**src/sv/bba_ram.sv**
```systemverilog
// Generic single-write, single-read RAM with registered read data.
`default_nettype none

module bba_ram #(
  parameter int WIDTH = 32,
  parameter int DEPTH = 128
) (
  input  wire logic                                  clk,
  input  wire logic                                  we,
  input  wire logic [((DEPTH > 1) ? $clog2(DEPTH) : 1)-1:0] waddr,
  input  wire logic [WIDTH-1:0]                      wdata,
  input  wire logic [((DEPTH > 1) ? $clog2(DEPTH) : 1)-1:0] raddr,
  output logic      [WIDTH-1:0]                      rdata
);

  logic [WIDTH-1:0] mem [DEPTH];

  // Write port and registered read port
  always_ff @(posedge clk) begin
    if (we) begin
      mem[waddr] <= wdata;
    end
    rdata <= mem[raddr];
  end

endmodule

`default_nettype wire

```
**config.mk**
```make
export PLATFORM = sky130hd
export DESIGN_NAME = bba_ram
export DESIGN_NICKNAME = d
export VERILOG_FILES = /design/src/sv/bba_ram.sv
export SDC_FILE = /design/constraint.sdc
export NUM_CORES = 2
export LEC_CHECK = 0
export BUFFER_PORTS_ARGS = -buffer_cell sky130_fd_sc_hd__buf_2
export CELL_PAD_IN_SITES_DETAIL_PLACEMENT = 0
export CELL_PAD_IN_SITES_GLOBAL_PLACEMENT = 1
export CORE_MARGIN = 5
export CORE_UTILIZATION = 57
export CTS_CLUSTER_DIAMETER = 30
export DETAILED_ROUTE_END_ITERATION = 8
export PLACE_DENSITY_LB_ADDON = 0.1
export SLEW_MARGIN = 0
export SYNTH_ARGS = -nofsm -noshare
export SYNTH_HDL_FRONTEND = slang
export SYNTH_SLANG_ARGS = --single-unit
```
**constraint.sdc**
```tcl
create_clock -name clk -period 8.2 [get_ports clk]
set_input_delay 1.23 -clock clk [delete_from_list [all_inputs] [get_ports clk]]
set_output_delay 1.23 -clock clk [all_outputs]
set_load 0.01 [all_outputs]
```
Yosys cells after proc, flatten, opt, wreduce, memory -nomap -nowiden. Memory sizes are Yosys's and may differ from the RTL's. A register that Yosys moved wholly into a read port is not among the register bits. Index checks and enable logic that the tools add are counted.

Bitwise operators: 0. Order comparisons: 0. Eq/ne operators: 0. Shift-type cells: 0. Divide/modulo/power cells: 0. Reduce and logical (&&, ||, !) cells: 0. Add/sub/neg operators: 0. Mux-type cells: 2. $mul: 0.

Operators by type and width (number): 1-bit two-way mux (2).

Register bits: 0. Input port bits: 48. Output and inout bits: 32. Bits in latches: 0. Memory bits (read-only): 0. Memory bits (writable): 4096. Logic and storage cells: 3. Memories: 1.

Memories: mem (depth 128, width 32, read ports 1, clocked after Yosys merged registers in 1, write ports 1, line 16) `logic [WIDTH-1:0] mem [DEPTH];`.

Longest topological paths before layout.
Word-level depth: 2. Mapped depth: 8. Depth with buffers taken out: 4.

Worst setup path before layout. Ideal clock, no wire load.

Path kind: input to register. Start: input port we. End: memory mem[98][0], enable pin. Path slack: 3731 ps. Stages: 3. Path buffers: 1. Arrival: 4008 ps. Data required time: 7739 ps. Library setup time: 461 ps. Path through: clkbuf_1 nand4_1 nor3_1.

Longest elaborated chain between the ends: 2.

Ends and longest elaborated chain: from (decl) (line 9) `input wire logic we,`; 1-bit two-way mux (line 20) `if (we) begin`; 1-bit two-way mux (implied by the code) (line 21) `mem[waddr] <= wdata;`; to (decl) (line 16).

Every way passes these cells.

==> metrics.md <==
| Metric | Value |
|---|---|
| Outcome | finished, final reports clean |
| Period utilization | 0.509 |
| Global route overflow | 0 |
| Fmax | approximately 240 MHz |
| Mapped Nets | 6,038 |
| First-pass iteration count of the detailed router | 6 |
| FF-to-FF Start | mem[52][14] |
| Std-Cell Core Area | 273,000 sq um |
| Vias/cell | 6.71 |
| Die area | around 280,000 sq um |
| Tot GR Track Use | 0.285 |
| Sw Pwr | 11.4 mW |
| Detailed Place HPWL | 210,000 microns |
| Leak | 58.6 nW |
| Main synth FF type | edfxtp_1 |
| Post-DR wirelength/cell | ~37 microns |
| Worst Hold Class | input port to register |
| Site Rows | 192 |
| Wirelength, routed | about 400,000 microns |
| Power, Total | 53.7 mW |
| I/O pin total | 80 |
| Clock Tree Buf Depth | 4 |
| Via count of the first global-routing pass | 74,255 |
| Flop2flop setup slack | between 5 and 6 ns |
| Layout area overhead | 19.0% |
| Post-Synthesis Cells | between 5,000 and 6,000 |
| Number of buffers created by CTS | 679 |
| DR iter-0 viols | 10,136 |
| Sequential fraction of design power | 0.436 |
| Final net count | 6,710 |
| Largest area contributor in the netlist | edfxtp_1 |
| Internal power | 42.3 mW |
| Endpoint, Worst Hold | mem[120][6] |
| Routability Congestion | ~0.76 |
| Clock share of power | 0.524 |
| H-Tree Depth | 6 |
| Post-synth top cells | edfxtp_1 (4,096), mux4_2 (1,344), clkbuf_1 (182) |
| Port Buf Inserts | 79 |
| Post-CTS Resized | 0 |
| Net Sw Frac | 0.213 |
| CP Class | input port to register |
| Initial antenna violation count | 45 |
| First-pass GRT wire length | 567,000 microns |
| Number of flops mapped to enable cells by yosys | around 4,100 |
| Post-CTS Hold Buffers | 0 |
| Clock slew seen by the registers of the worst setup and hold paths | roughly 0.050 ns |
| Comb pwr share | 0.041 |
| Hold Path Origin | wdata[6] |
| RSZ-0062 raised after global routing | no |
| Maximum VDD drop | 0.000218 V |
| Area contributors post-synth | edfxtp_1 (79%), mux4_2 (19%), clkbuf_1 (0.44%) |
| Max-Cap Viols | 0 |
| Slew @ Worst Pin | around 1.1 ns |
| Yosys reg bits | 4,128 |
| Crit Path Max Fanout | 60 |
| Synthesized cell area | 156,000 sq um |
| Vias | a little over 70,000 |
| Final ANT Viol Nets | 0 |
| Hold Path Stages | 1 |
| R2r worst-path depth | 4 |
| Final worst clock skew | 0.0463 ns |
| PD cells | 289 nW/um^2 |
| Skew-Pair Late Insertion Delay | 1.00 ns |
| Top-count cell post-synth | edfxtp_1 |
| Root buffer cell | clkbuf_16 |
| Die Wd | 534 microns |
| Layout cell share with drive strength beyond 1 | 0.403 |
| Setup crit start kind | input port |
| Yosys Warn Count | 0 |
| Clock sinks | 4,128 |
| Die height | 534 microns |
| Drc violations | 0 |
| Post-layout minimum cycle time | 4.18 ns |
| Async S/R FF share, synth | 0 |
| Critical R2R Capture | rdata[14] |
| Worst Setup End Kind | register |
| Max_slew headroom | 0.247 |
| Mapped Avg Cell Area | 26.1 sq um |
| Register area share after synthesis | 0.791 |
| Max-slew violation count | 0 |
| Post-synthesis cell type count | 17 |
| Final setup fails | 0 |
| Critical Path RT | 9.08 ns |
| Initial Utilization | 0.572 |
| Largest net degree at the start of global routing | 129 |
| Arr. time, crit path | about 5.1 ns |
| Synth top area share | 0.787 |
| Critical Path Start | raddr[2] |
| Final setup TNS | 0 ns |
| Postcts setup bufs | 0 |
| Hold Fails Final Rpt | 0 |
| CTS tree | yes |
## placed cells by master, fill, tap and decap left out, types with 3 or more instances in the layout
cell type and count:
nand2_1 11, nand4_1 3, nor2_4 119, clkinv_8 15
buf_8 3, nor3_2 9, diode_2 20, clkinv_1 84
nor2_1 3, mux4_2 1344, nor2b_1 7, inv_8 4
clkinv_2 99, nand3_1 8, clkbuf_16 686, edfxtp_1 4096
clkinv_16 6, buf_4 239, buf_2 40, clkbuf_8 5
buf_12 25, clkinvlp_4 74, mux2_2 32, clkinv_4 56
nand3_2 4, inv_16 7, bufinv_16 83, inv_6 59
nand2_2 3, clkbuf_1 71, dfxtp_1 32
## power groups by stage
stage	Combinational [mW]	Clock, mW	Sequential (mW)
4_1_cts	2.20	28.4	23.4
3_3_place_gp	2.16	0	23.8
5_1_grt	2.29	29.5	23.4
2_1_floorplan	1.12	0	23.8
6_report	2.19	28.1	23.4
3_5_place_dp	2.19	0	23.8
## worst max-delay path, stage by stage
cell    delay [ns]
buf_8         0.49
buf_4         0.65
buf_4         0.46
mux4_2        0.39
mux4_2        0.62
mux4_2        0.67
mux2_2        0.33
## per-stage QoR
step	cells	hold slack, ns	utilization	area [sq um]	setup slack, ns
2_1_floorplan	5990	1.07	-	156000	3.73
3_3_place_gp	9570	1.12	0.596	163000	3.01
3_5_place_dp	9570	1.12	0.596	163000	3.02
4_1_cts	10819	0.665	0.680	186000	4.09
5_1_grt	10823	0.718	0.680	186000	3.89
6_report	10839	0.734	0.680	186000	4.02
## registers in the layout, indices dropped and copies added, names as in the netlist
| signal | flops |
|---|---|
| mem | 4096 |
| rdata | 32 |
## area by class of cell
class                           instances  area (sq um)
Clock buffer                          762         17500
Fill cell                           16484         87400
Timing Repair Buffer                  307          2540
Tap cell                             3589          4490
Multi-Input combinational cell       1546         32300
Antenna cell                           20          50.0
Sequential cell                      4128        124000
Clock inverter                        487          5480
## kinds of logic (layout without fill, tap and decap cells)
logic type / Yosys count / count (layout) / synth area share
flops: 4128 / 4128 / 0.791
buf+inv: 316 / 1556 / 0.00839
simple gates: 170 / 170 / 0.00446
other cells: 0 / 20 / 0
mux: 1376 / 1376 / 0.196
## routing by layer
metal,global-route usage,share of wire
met1,0.429,0.40
met2,0.428,0.47
met3,0.0653,0.11
met4,0.0873,0.031
met5,0,0.00015
## worst max path at each step
stage	to	slack [ns]	depth (start not counted)
2_1_floorplan	mem[98][0]	3.73	3
5_1_grt	rdata[25]	3.89	7
4_1_cts	rdata[31]	4.09	7
6_report	rdata[24]	4.02	7
3_5_place_dp	rdata[1]	3.02	7
3_3_place_gp	rdata[5]	3.01	7
Note: power is estimated with default switching activity, not from simulation.
